<file path="src/hdl/utf8sd_pkg.sv">
// Package for the streaming UTF-8 decoder: byte-class limits, field masks,
// output packing widths and the default character-count width.
// No dependencies.
package utf8sd_pkg;

	// Byte classes where a lead byte is due.
	localparam logic [7:0] ASCII_LIMIT = 8'h80;
	localparam logic [7:0] LEAD2_MIN   = 8'hC0;
	localparam logic [7:0] LEAD3_MIN   = 8'hE0;
	localparam logic [7:0] LEAD4_MIN   = 8'hF0;
	localparam logic [7:0] LEAD_MAX    = 8'hF7;

	// Payload masks for lead and continuation bytes.
	localparam logic [7:0] CONT_MASK  = 8'h3F;
	localparam logic [7:0] LEAD2_MASK = 8'h1F;
	localparam logic [7:0] LEAD3_MASK = 8'h0F;
	localparam logic [7:0] LEAD4_MASK = 8'h07;

	// Field widths.
	localparam int CP_W        = 21;
	localparam int COUNT_OUT_W = 16;
	localparam int TDATA_OUT_W = 40;   // 21 + 16 = 37 bits, padded to bytes
	localparam int TUSER_OUT_W = 3;

	// Bit positions in the output tuser.
	localparam int USER_CHAR_DONE = 0;
	localparam int USER_BAD_LEAD  = 1;
	localparam int USER_STRING_OK = 2;

	localparam int COUNT_BITS_DEFAULT = 16;

	// Continuation bytes still due for the current character.
	typedef logic [1:0] bytes_left_t;

	// Flags of one result.
	typedef struct packed {
		logic string_ok;
		logic bad_lead;
		logic char_done;
	} result_flags_t;

endpackage

</file>
<file path="src/hdl/utf8_stream_decoder.sv">
// Streaming UTF-8 decoder, top level: decode logic, per-string state and
// the output register. Depends on utf8sd_pkg.
module utf8_stream_decoder #(
	parameter int COUNT_BITS = utf8sd_pkg::COUNT_BITS_DEFAULT
) (
	input  logic        clk,
	input  logic        arst_n,

	// Configuration: cfg_data bit 0 is utf8_enable.
	input  logic        cfg_valid,
	output logic        cfg_ready,
	input  logic        cfg_data,

	// Input bytes.
	input  logic        s_axis_tvalid,
	output logic        s_axis_tready,
	input  logic [7:0]  s_axis_tdata,   // [7:0] data_byte
	input  logic        s_axis_tlast,   // end_of_string

	// Results.
	output logic        m_axis_tvalid,
	input  logic        m_axis_tready,
	output logic [utf8sd_pkg::TDATA_OUT_W-1:0] m_axis_tdata, // [20:0] code_point,
	                                                          // [36:21] char_count,
	                                                          // [39:37] zero
	output logic [utf8sd_pkg::TUSER_OUT_W-1:0] m_axis_tuser, // [0] char_done,
	                                                          // [1] bad_lead,
	                                                          // [2] string_ok
	output logic        m_axis_tlast    // string_end
);
	// How to use this block:
	// Bytes of a string enter on the s_axis channel, one item per byte, with
	// tlast on the string's last byte. Each accepted item updates the decode
	// state in the same cycle and, when it completes a character, is an
	// illegal lead byte or ends the string, loads one result item into the
	// output register. Bytes that only start or extend a character give no
	// result. A result appears on m_axis in the cycle after its byte is
	// accepted, and one byte per cycle is sustained: s_axis_tready stays high
	// while the output register is empty or is being drained in the same
	// cycle. When the receiver stalls with a result waiting, s_axis_tready
	// drops and the result holds until taken. Reset clears the decode state
	// and the output valid flag, and sets utf8_enable to 1. The configuration
	// channel is always ready; write it only while no string is in flight.
	// The character count saturates at 2^COUNT_BITS - 1 and is reported in
	// 16 bits; at string end the per-string state is cleared.

	localparam logic [COUNT_BITS-1:0] COUNT_MAX = {COUNT_BITS{1'b1}};
	localparam int CP_W = utf8sd_pkg::CP_W;
	localparam int CNT_W = utf8sd_pkg::COUNT_OUT_W;

	// Configuration and per-string state.
	logic                    utf8_enable_q;
	utf8sd_pkg::bytes_left_t bytes_left_q;
	logic [CP_W-1:0]         acc_q;
	logic [COUNT_BITS-1:0]   count_q;
	logic                    error_q;

	// Output register.
	logic                      out_valid_q;
	logic [CP_W-1:0]           cp_q;
	logic [CNT_W-1:0]          count_out_q;
	utf8sd_pkg::result_flags_t flags_q;
	logic                      last_q;

	// Decode of the incoming byte.
	logic                      in_fire;
	logic [7:0]                b;
	logic                      last;
	logic                      done;
	logic                      bad;
	logic [CP_W-1:0]           cp;
	utf8sd_pkg::bytes_left_t   bytes_left_d;
	logic [CP_W-1:0]           acc_d;
	logic                      error_d;
	logic [COUNT_BITS-1:0]     count_d;
	logic                      ok;
	logic                      emit;
	logic [CNT_W-1:0]          count_out;

	assign cfg_ready     = 1'b1;
	assign s_axis_tready = !out_valid_q || m_axis_tready;
	assign in_fire       = s_axis_tvalid && s_axis_tready;
	assign b             = s_axis_tdata;
	assign last          = s_axis_tlast;

	always_comb begin
		done         = 1'b0;
		bad          = 1'b0;
		cp           = '0;
		bytes_left_d = bytes_left_q;
		acc_d        = acc_q;
		error_d      = error_q;
		if (bytes_left_q != 2'd0) begin
			// Continuation byte: its low six bits are shifted in unchecked.
			acc_d        = {acc_q[CP_W-7:0], b[5:0] & utf8sd_pkg::CONT_MASK[5:0]};
			bytes_left_d = bytes_left_q - 2'd1;
			if (bytes_left_q == 2'd1) begin
				done = 1'b1;
				cp   = acc_d;
			end
		end else if (!utf8_enable_q || b < utf8sd_pkg::ASCII_LIMIT) begin
			done = 1'b1;
			cp   = {{(CP_W-8){1'b0}}, b};
		end else if (b < utf8sd_pkg::LEAD2_MIN || b > utf8sd_pkg::LEAD_MAX) begin
			bad     = 1'b1;
			error_d = 1'b1;
		end else if (b < utf8sd_pkg::LEAD3_MIN) begin
			acc_d        = {{(CP_W-8){1'b0}}, b & utf8sd_pkg::LEAD2_MASK};
			bytes_left_d = 2'd1;
		end else if (b < utf8sd_pkg::LEAD4_MIN) begin
			acc_d        = {{(CP_W-8){1'b0}}, b & utf8sd_pkg::LEAD3_MASK};
			bytes_left_d = 2'd2;
		end else begin
			acc_d        = {{(CP_W-8){1'b0}}, b & utf8sd_pkg::LEAD4_MASK};
			bytes_left_d = 2'd3;
		end
	end

	assign count_d = (done && count_q != COUNT_MAX) ? count_q + 1'b1 : count_q;
	assign ok      = last && !error_d && bytes_left_d == 2'd0;
	assign emit    = done || bad || last;

	// The reported count is the low 16 bits of the saturating counter.
	generate
		if (COUNT_BITS >= CNT_W) begin : g_cnt_trunc
			assign count_out = count_d[CNT_W-1:0];
		end else begin : g_cnt_ext
			assign count_out = {{(CNT_W-COUNT_BITS){1'b0}}, count_d};
		end
	endgenerate

	always_ff @(posedge clk or negedge arst_n) begin
		if (!arst_n) begin
			utf8_enable_q <= 1'b1;
		end else if (cfg_valid && cfg_ready) begin
			utf8_enable_q <= cfg_data;
		end
	end

	// Per-string state; the last byte of a string clears it.
	always_ff @(posedge clk or negedge arst_n) begin
		if (!arst_n) begin
			bytes_left_q <= '0;
			acc_q        <= '0;
			count_q      <= '0;
			error_q      <= 1'b0;
		end else if (in_fire) begin
			if (last) begin
				bytes_left_q <= '0;
				acc_q        <= '0;
				count_q      <= '0;
				error_q      <= 1'b0;
			end else begin
				bytes_left_q <= bytes_left_d;
				acc_q        <= acc_d;
				count_q      <= count_d;
				error_q      <= error_d;
			end
		end
	end

	always_ff @(posedge clk or negedge arst_n) begin
		if (!arst_n) begin
			out_valid_q <= 1'b0;
		end else if (in_fire) begin
			out_valid_q <= emit;
		end else if (m_axis_tready) begin
			out_valid_q <= 1'b0;
		end
	end

	always_ff @(posedge clk) begin
		if (in_fire && emit) begin
			cp_q              <= cp;
			count_out_q       <= count_out;
			flags_q.char_done <= done;
			flags_q.bad_lead  <= bad;
			flags_q.string_ok <= ok;
			last_q            <= last;
		end
	end

	assign m_axis_tvalid = out_valid_q;
	assign m_axis_tdata  = {{(utf8sd_pkg::TDATA_OUT_W-CP_W-CNT_W){1'b0}}, count_out_q, cp_q};
	assign m_axis_tuser  = flags_q;
	assign m_axis_tlast  = last_q;

	// A byte never both completes a character and is an illegal lead.
	a_flags_exclusive: assert property (@(posedge clk) disable iff (!arst_n)
		m_axis_tvalid |-> !(m_axis_tuser[utf8sd_pkg::USER_CHAR_DONE] &&
		                    m_axis_tuser[utf8sd_pkg::USER_BAD_LEAD]))
		else $error("result marks both a completed character and a bad lead");

	// string_ok is only reported on the result that closes a string.
	a_ok_at_end: assert property (@(posedge clk) disable iff (!arst_n)
		m_axis_tvalid && m_axis_tuser[utf8sd_pkg::USER_STRING_OK] |-> m_axis_tlast)
		else $error("string_ok set on a result that does not end a string");

	// After a string's last byte all per-string state is clear.
	a_state_cleared: assert property (@(posedge clk) disable iff (!arst_n)
		in_fire && last |=> bytes_left_q == 2'd0 && count_q == '0 && !error_q)
		else $error("per-string state not cleared at string end");

	// An illegal lead inside a string marks the string as bad.
	a_error_sticky: assert property (@(posedge clk) disable iff (!arst_n)
		in_fire && bad && !last |=> error_q)
		else $error("illegal lead byte did not set the error mark");

endmodule

</file>
<file path="config.mk">
export PLATFORM = sky130hd
export DESIGN_NAME = utf8_stream_decoder
export DESIGN_NICKNAME = d
export VERILOG_FILES = /design/src/hdl/utf8sd_pkg.sv /design/src/hdl/utf8_stream_decoder.sv
export SDC_FILE = /design/constraint.sdc
export NUM_CORES = 1
export LEC_CHECK = 0
export BUFFER_PORTS_ARGS = -buffer_cell sky130_fd_sc_hd__buf_2
export CORE_MARGIN = 2
export CORE_UTILIZATION = 55
export DETAILED_ROUTE_END_ITERATION = 8
export HOLD_SLACK_MARGIN = 0.15
export PLACE_DENSITY = 0.86
export SKIP_LAST_GASP = 1
export SYNTH_ARGS = -nofsm -noshare
export SYNTH_HDL_FRONTEND = slang
export SYNTH_SLANG_ARGS = --single-unit
</file>
<file path="constraint.sdc">
create_clock -name clk -period 5 [get_ports clk]
set_input_delay 0.25 -clock clk [delete_from_list [all_inputs] [get_ports clk]]
set_output_delay 0.25 -clock clk [all_outputs]
set_load 0.05 [all_outputs]
</file>
==> metrics.yaml, run 1 <==
grt-ovfl-total: 0
ios: 62
ys_top_cells_by_area: "edfxtp_1 (34%), dfrtp_1 (24%), mux2i_1 (3.6%)"
place_inst: 416
cp.arrival_ns: 2.71
synth_seq_area_share: 0.583
start_kind: "flip-flop"
start_util: 0.573
cts_buffers: 9
synth_top_area_frac: 0.336
fmax_mhz: 364
synth_top_cell_by_area: "edfxtp_1"
clk_latency_ns: 0.35
drt_pass1_iterations: 6
core_sq_um: 6390
totalPowerFinal_mw: 1.59
worstPathMaxFanout: 41
grt_pass1_vias: 2483
cts_tree: "done"
final-max-slew-violation-count: 0
rsz0062_at_grt: "no"
max-vdd-ir-drop_v: 0.000203
p_per_area_nw_per_um2: 381
p_leak_nw: 1.81
crit_type: "flip-flop to flip-flop"
finalNonFillerCells: 436
syn2layout_area_growth_pct: 13.9
wire_per_inst_microns: 17.2
port_buffers: 57
whs_ns: 0.161
cts.clk_slew.worst_paths_ns: 0.08
post_cts_buffers: 0
nFillCells: 490
antenna_found_initial: 0
status: "finished, final reports clean"
synth_most_common_cell: "edfxtp_1"
die_x_microns: 85.6
max-cap-violations: 0
synth_edf_count: 41
ctsResizeCount: 0
track_usage: 0.216
final-setup-viol-count: 0
die_y_microns: 85.6
antenna_cells: 0
clock-sinks: 77
ys.flop_type: "edfxtp_1"
finalHoldViolations: 0
drive_gt1_frac: 0.267
period_share: 0.550
required_ns: 4.96
syn-instance-count: 302
ys_warn_count: 0
yosysUniqueCellTypes: 58
multi_input_area_sq_um: 1380
ys_ff_latch: 77
place_area_sq_um: 3930
wl_mm: 7.48
ant_nets: 0
end_kind: "flip-flop"
drt_iter0_markers: 180
die_area_sq_um: 7320
gp_congestion: 0.894
syn-cell-area_sq_um: 3660
setup_tns_ns: 0
cts_root_buf: "clkbuf_8"
relSlewSlack: 0.216
period_needed_ns: 2.75
layout.nets: 370
via_per_inst: 5.95
worstMarginPinSlew_ns: 1.17
grt_max_degree: 42
synth_common_cells: "edfxtp_1 (41), dfrtp_1 (35), nand2_1 (23)"
hpwl_mm: 4.94
final-seq-area_sq_um: 2130
vias: 2596
grt_pass1_wl_mm: 12.2
synthArstFlopShare: 0.468
row_count: 29
syn_area_per_cell_sq_um: 12.1
clock_skew_ns: 0.0124
drc: 0
hold_path_class: "input port to flip-flop"
final_area_sq_um: 4170
clk_path_buf_depth: 2
htree_num_levels: 3
-- per-layer routing --
layer,global-route usage,vias up,wire [microns]
met5,0,-,0
met4,0.102,0,122
met3,0.0385,15,488
met2,0.349,107,3640
met1,0.285,1268,3240
li1,-,1206,-
-- worst max-delay path, stage by stage (launching register included) --
cell and delay, ns:
dfstp_2 0.60, nand2_1 0.10, a2111oi_2 0.54, nor3_1 0.18, nor2_4 0.91
-- through the flow --
step                 util  setup slack [ns]
detailed placement  0.615              2.25
global placement    0.615              2.42
finish              0.653              2.25
CTS                 0.653              2.22
global route        0.653              2.11
floorplan               -              1.20
-- where the power goes --
group          total (mW)  switching (mW)  leakage [nW]  internal (mW)
sequential          0.805          0.0643         0.884          0.741
combinational       0.315           0.224         0.826         0.0912
clock               0.468           0.233        0.0971          0.235
total                1.59           0.521          1.81           1.07
-- worst paths after layout --
| kind | endpoint | depth (start not counted) | slack [ns] | start |
|---|---|---|---|---|
| setup / recovery | count_out_q[14] | 4 | 2.25 | utf8_enable_q |
| hold reg to reg | acc_q[10] | 1 | 0.51 | acc_q[10] |
| min in group asynchronous | acc_q[6] | 2 | 0.53 | arst_n |
| max in group asynchronous | count_q[15] | 2 | 3.93 | arst_n |
| hold / removal | utf8_enable_q | 2 | 0.16 | cfg_valid |
| setup reg to reg | count_out_q[14] | 4 | 2.25 | utf8_enable_q |
-- cell families after synthesis --
group / synth area share
simple gates: 0.168
flops: 0.583
compound gates: 0.122
buf+inv: 0.0431
xor+xnor: 0.0359
mux: 0.0427
other cells: 0.00205
fa+ha+maj: 0.00342
-- registers in the layout (all words and copies together), names as in the netlist --
signal,flops
utf8_enable_q,1
error_q,1
count_q,16
bytes_left_q,2
count_out_q,16
m_axis_tlast,1
m_axis_tuser,3
m_axis_tvalid,1
cp_q,21
acc_q,15
-- placed cells by master (no fill, tap or decap), drive strengths merged, types with 8 or more instances in the layout --
cell    count
buf        58
clkbuf     10
and3        8
edfxtp     41
a22o       14
and2       16
nor2       22
o21ai      20
nand2      23
nand4      10
mux2i      13
dfrtp      35
xnor2      11
-- layout make-up --
class	count	share of cell area
timing repair buffer	62	0.0798
clock inverter	6	0.0174
inverter	6	0.00540
tap	77	0.0231
sequential	77	0.512
clock buffer	10	0.0306
multi-input combinational	198	0.332
-- repair_timing --
item	4_1_cts	5_1_grt
hold buffers	4	0
hold endpoints to repair	38	0
setup endpoints to repair	0	0
No activity file was read; power rests on OpenSTA's default activity.
==> inputs of run 2 (changes only) <==
Clock period 5 ns to 2.8 ns, I/O delays scaled along.
==> metrics.yaml, run 2 (same netlist as run 1, synthesis figures left out) <==
row_count: 29  # unchanged
required_ns: 2.85  # -2.11 ns
vias: 2552  # -1.7%
multi_input_area_sq_um: 1380  # unchanged
final-max-slew-violation-count: 0  # unchanged
grt_max_degree: 37  # -12%
rsz0062_at_grt: "no"
cts.clk_slew.worst_paths_ns: 0.09  # about the same
hpwl_mm: 4.72  # -4.4%
place_ws_ns: 0.551  # -1.70 ns
gp_congestion: 0.871  # -2.7%
status: "finished, final reports clean"
whs_ns: 0.176  # +0.0159 ns
max-vdd-ir-drop_v: 0.000414  # +100%
reg.largest.list: "cp_q: 21 flops, count_out_q: 16 flops, count_q: 16 flops"
layout.cells.most_common: "buf_2"
r2r_slack_ns: 0.56  # -1.69 ns
cts_buffers: 9  # unchanged
final_cell_mix: "buf_2 (57), edfxtp_1 (41), dfrtp_1 (35)"
antenna_found_initial: 0  # unchanged
htree_num_levels: 3  # unchanged
fin_ws_ns: 0.559  # -1.69 ns
via_per_inst: 5.76  # -3.2%
cts_tree: "done"
drive_gt1_frac: 0.268  # +0.000350
p_per_area_nw_per_um2: 657  # +73%
final-setup-viol-count: 0  # unchanged
syn2layout_area_growth_pct: 15.6
die_area_sq_um: 7320  # unchanged
reg2reg_to: "count_out_q[3]"
cp.arrival_ns: 2.29  # -0.42 ns
port_buffers: 57  # unchanged
start_kind: "flip-flop"
finalHoldViolations: 0  # unchanged
largest_reg_flops: 21  # unchanged
worstPathMaxFanout: 32  # -22%
relSlewSlack: 0.457  # +0.242
setup_tns_ns: 0  # unchanged
clk_latency_ns: 0.36  # about the same
track_usage: 0.208  # -0.00802
hold_path_class: "input port to flip-flop"
period_needed_ns: 2.24  # -0.510 ns
p_leak_nw: 1.84  # +1.8%
crit_chain: "nand2_1 > a2111oi_2 > nor3_1 > nor2_4 > buf_12"
period_share: 0.800  # +0.250
drt_iter0_markers: 237  # +32%
startpoint: "utf8_enable_q"
core_sq_um: 6390  # unchanged
grt-ovfl-total: 0  # unchanged
grt_pass1_vias: 2366  # -4.7%
drc: 0  # unchanged
clk_path_buf_depth: 2  # unchanged
nFillCells: 458  # -6.5%
regMostFlops: "cp_q"
reg2reg_from: "utf8_enable_q"
antenna_cells: 0  # unchanged
die_x_microns: 85.6  # unchanged
post_cts_buffers: 0  # unchanged
final-seq-area_sq_um: 2130  # unchanged
clock_skew_ns: 0.00966  # -0.00278 ns
layout.nets: 377  # +1.9%
cts_root_buf: "clkbuf_8"
slowest_stage: "dfstp_2"
grt_pass1_wl_mm: 11.6  # -5.0%
wire_per_inst_microns: 16.1  # -6.3%
worstMarginPinSlew_ns: 0.814  # -0.360 ns
fmax_mhz: 446  # +23%
drt_pass1_iterations: 7  # +1
ant_nets: 0  # unchanged
die_y_microns: 85.6  # unchanged
max-cap-violations: 0  # unchanged
start_util: 0.573  # unchanged
end_kind: "flip-flop"
wl_mm: 7.13  # -4.8%
clock-sinks: 77  # unchanged
crit_type: "flip-flop to flip-flop"
ios: 62  # unchanged
rr_worst_depth: 5  # +1
max_stage_delay_ns: 0.59  # -0.32 ns
crit_end: "count_out_q[3]"
## run 2: timing repair
action / 4_1_cts / 5_1_grt
endpoints found under the hold margin: 48 / 0
setup endpoints to repair: 0 / 0
resized for setup: 0 / 0
hold buffers: 10 / 0
## run 2: final cells by class
type,count,share of cell area
clock buffer,9,0.0293
inverter,6,0.00533
multi-input combinational,198,0.327
timing repair buffer,69,0.0976
clock inverter,7,0.0133
sequential,77,0.504
tap,77,0.0228
## run 2: layer usage
| metal | GRT usage | share of wire | vias up |
|---|---|---|---|
| li1 | - | - | 1216 |
| met1 | 0.303 | 0.45 | 1200 |
| met2 | 0.303 | 0.46 | 119 |
| met3 | 0.0549 | 0.071 | 17 |
| met4 | 0.0765 | 0.019 | 0 |
| met5 | 0 | 0 | - |
## run 2: worst min path at each step
stage,from,endpoint,slack [ns],cells past startpoint
after floorplan,arst_n,acc_q[0],-0.16,0
after CTS,m_axis_tready,m_axis_tvalid,0.15,3
final,m_axis_tready,m_axis_tvalid,0.18,3
after global placement,arst_n,bytes_left_q[0],0.27,1
after global routing,m_axis_tready,m_axis_tvalid,0.18,3
after detailed placement,arst_n,bytes_left_q[0],0.28,1
## run 2: per-stage QoR
stage | cell area [sq um] | std cells | total power, mW | utilization
2_1_floorplan | 3670 | 304 | 1.90 | -
3_3_place_gp | 3950 | 417 | 2.00 | 0.618
3_5_place_dp | 3950 | 417 | 2.02 | 0.618
4_1_cts | 4230 | 443 | 2.79 | 0.662
5_1_grt | 4230 | 443 | 2.89 | 0.662
6_report | 4230 | 443 | 2.78 | 0.662
## run 2: report_power, final
part	total, mW	switching [mW]	internal (mW)
clock network	0.771	0.436	0.335
logic	0.576	0.401	0.175
registers	1.43	0.111	1.32
total	2.78	0.947	1.83
## run 2: critical path, delay by kind of cell, from the launching register on
kind	cells	cell delay (ns)
simple gates	3	0.57
flops	1	0.59
compound gates	1	0.49
buf+inv	1	0.25
==> inputs of run 3 (changes only) <==
Settings changed: CORE_UTILIZATION 55 to 50, PLACE_DENSITY 0.86 to 0.83.
Clock period 2.8 ns to 1.9 ns, I/O delays scaled along.
==> metrics.yaml, run 3 (same netlist as run 1, synthesis figures left out) <==
wl_mm: 8.15  # +14%
p_sw_frac: 0.339  # -0.00153
p_clk_frac: 0.273  # -0.004
row_count: 31  # +6.9%
cts.clk_slew.worst_paths_ns: 0.08  # about the same
pwr-share-comb: 0.230  # +0.023
startpoint: "utf8_enable_q"
crit_buf_inv: 1  # unchanged
r2r_slack_ns: 0.04  # -0.52 ns
reg2reg_from: "utf8_enable_q"
drt_pass1_iterations: 5  # -2
grt_pass1_vias: 2609  # +10%
path_depth: 5  # unchanged
reg.largest.list: "cp_q: 21 flops, count_out_q: 16 flops, count_q: 16 flops"
htree_num_levels: 3  # unchanged
largest_reg_flops: 21  # unchanged
hpwl_mm: 5.12  # +8.5%
period_needed_ns: 1.86  # -0.379 ns
rr_worst_depth: 5  # unchanged
place_ws_ns: -0.403  # -0.955 ns
switchingPower_mw: 1.43  # +51%
p_per_area_nw_per_um2: 910  # +39%
nFillCells: 501  # +9.4%
syn2layout_area_growth_pct: 26.5
crit_type: "flip-flop to flip-flop"
clock-sinks: 77  # unchanged
die_x_microns: 89.6  # +4.7%
max_stage_delay_ns: 0.55  # -0.04 ns
die_y_microns: 89.6  # +4.7%
power.internal_mw: 2.78  # +52%
drive_gt1_frac: 0.361  # +0.0929
drt_iter0_markers: 217  # -8.4%
reg2reg_to: "count_out_q[4]"
final_cell_mix: "buf_2 (57), edfxtp_1 (41), dfrtp_1 (34)"
start_util: 0.510  # -0.0631
ant_nets: 0  # unchanged
slowest_stage: "dfstp_2"
cts_buffers: 9  # unchanged
antenna_cells: 0  # unchanged
crit_end: "count_out_q[4]"
antenna_found_initial: 0  # unchanged
cp.arrival_ns: 1.86  # -0.43 ns
clock_skew_ns: 0.0128  # +0.00317 ns
port_buffers: 57  # unchanged
cts_root_buf: "clkbuf_8"
max-vdd-ir-drop_v: 0.000657  # +59%
finalNonFillerCells: 501  # +13%
end_kind: "flip-flop"
layout.cells.most_common: "buf_2"
final-max-slew-violation-count: 0  # unchanged
ios: 62  # unchanged
hold_path_class: "input port to flip-flop"
required_ns: 1.90  # -0.95 ns
gp_congestion: 0.832  # -4.4%
period_share: 0.980  # +0.179
crit_chain: "nand2_2 > a2111oi_4 > nor3_4 > buf_12 > nor2_4"
fmax_mhz: 537  # +20%
status: "finished, final reports clean"
fin_ws_ns: 0.0385  # -0.521 ns
rsz0062_at_grt: "yes"
worstPathMaxFanout: 11  # -66%
path_delay_family: "flip-flops"
drc: 0  # unchanged
grt-ovfl-total: 0  # unchanged
via_per_inst: 5.49  # -4.6%
finalHoldViolations: 0  # unchanged
seqPwrFrac: 0.498  # -0.017
max-cap-violations: 0  # unchanged
clk_path_buf_depth: 2  # unchanged
p_leak_nw: 2.02  # +9.9%
core_sq_um: 7180  # +12%
wire_per_inst_microns: 16.3  # +1.2%
final-setup-viol-count: 0  # unchanged
utilization: 0.645  # -0.0172
cts_tree: "done"
regMostFlops: "cp_q"
vias: 2752  # +7.8%
start_kind: "flip-flop"
track_usage: 0.215  # +0.00756
grt_pass1_wl_mm: 12.8  # +11%
totalPowerFinal_mw: 4.21  # +52%
layout.nets: 413  # +9.5%
clk_latency_ns: 0.35  # about the same
die_area_sq_um: 8020  # +9.5%
place_inst: 467  # +12%
grt_max_degree: 37  # unchanged
-- run 3: timing repair --
action	in CTS	in global routing
pin swaps	3	2
endpoints found under the hold margin	46	0
setup endpoints to repair	42	32
hold buffers	10	0
gates resized for setup	6	6
gates cloned	2	1
setup buffers	3	2
-- run 3: worst reg2reg max path, cell delays in order (launching register included) --
cell and delay, ns:
dfstp_2 0.55, nand2_2 0.08, a2111oi_4 0.31, nor3_4 0.10, buf_12 0.16, nor2_4 0.32
-- run 3: layer usage --
layer  vias up  GRT usage  wire length, microns  part of all wire
li1       1293          -                     -                 -
met1      1345      0.275                  3490              0.43
met2        95      0.354                  4010              0.49
met3        19     0.0462                   440             0.054
met4         0     0.0936                   211             0.026
met5         -          0                     0                 0
-- run 3: cell type report --
class	instances	area (sq um)	area share
Clock buffer	11	141	0.0305
Sequential cell	77	2130	0.461
Timing Repair Buffer	102	664	0.144
Clock inverter	5	41.3	0.00892
Tap cell	99	124	0.0268
Multi-Input combinational cell	201	1500	0.324
Inverter	6	22.5	0.00487
-- run 3: power by group through the flow --
stage | combinational, mW | sequential, mW | clock, mW
floorplan | 0.478 | 2.34 | 0
global placement | 0.879 | 2.12 | 0
detailed placement | 0.907 | 2.12 | 0
CTS | 0.946 | 2.09 | 1.15
global route | 1.04 | 2.12 | 1.21
finish | 0.969 | 2.10 | 1.15
-- run 3: metrics by stage --
step,setup TNS [ns],hold slack (ns),instance area (sq um)
final,0,0.160,4630
after global routing,-1.24,0.177,4630
after CTS,0,0.152,4570
after detailed placement,-16.56,0.169,4220
after global placement,-12.29,0.165,4220
after floorplan,-6.99,-0.201,3740
-- run 3: worst min path at each step --
| stage | cells past startpoint | to | startpoint | slack [ns] |
|---|---|---|---|---|
| floorplan | 0 | acc_q[0] | arst_n | -0.20 |
| global placement | 2 | count_q[14] | arst_n | 0.16 |
| detailed placement | 2 | count_q[13] | arst_n | 0.17 |
| CTS | 4 | acc_q[3] | s_axis_tdata[3] | 0.15 |
| global route | 4 | m_axis_tvalid | m_axis_tready | 0.18 |
| finish | 4 | acc_q[3] | s_axis_tdata[3] | 0.16 |
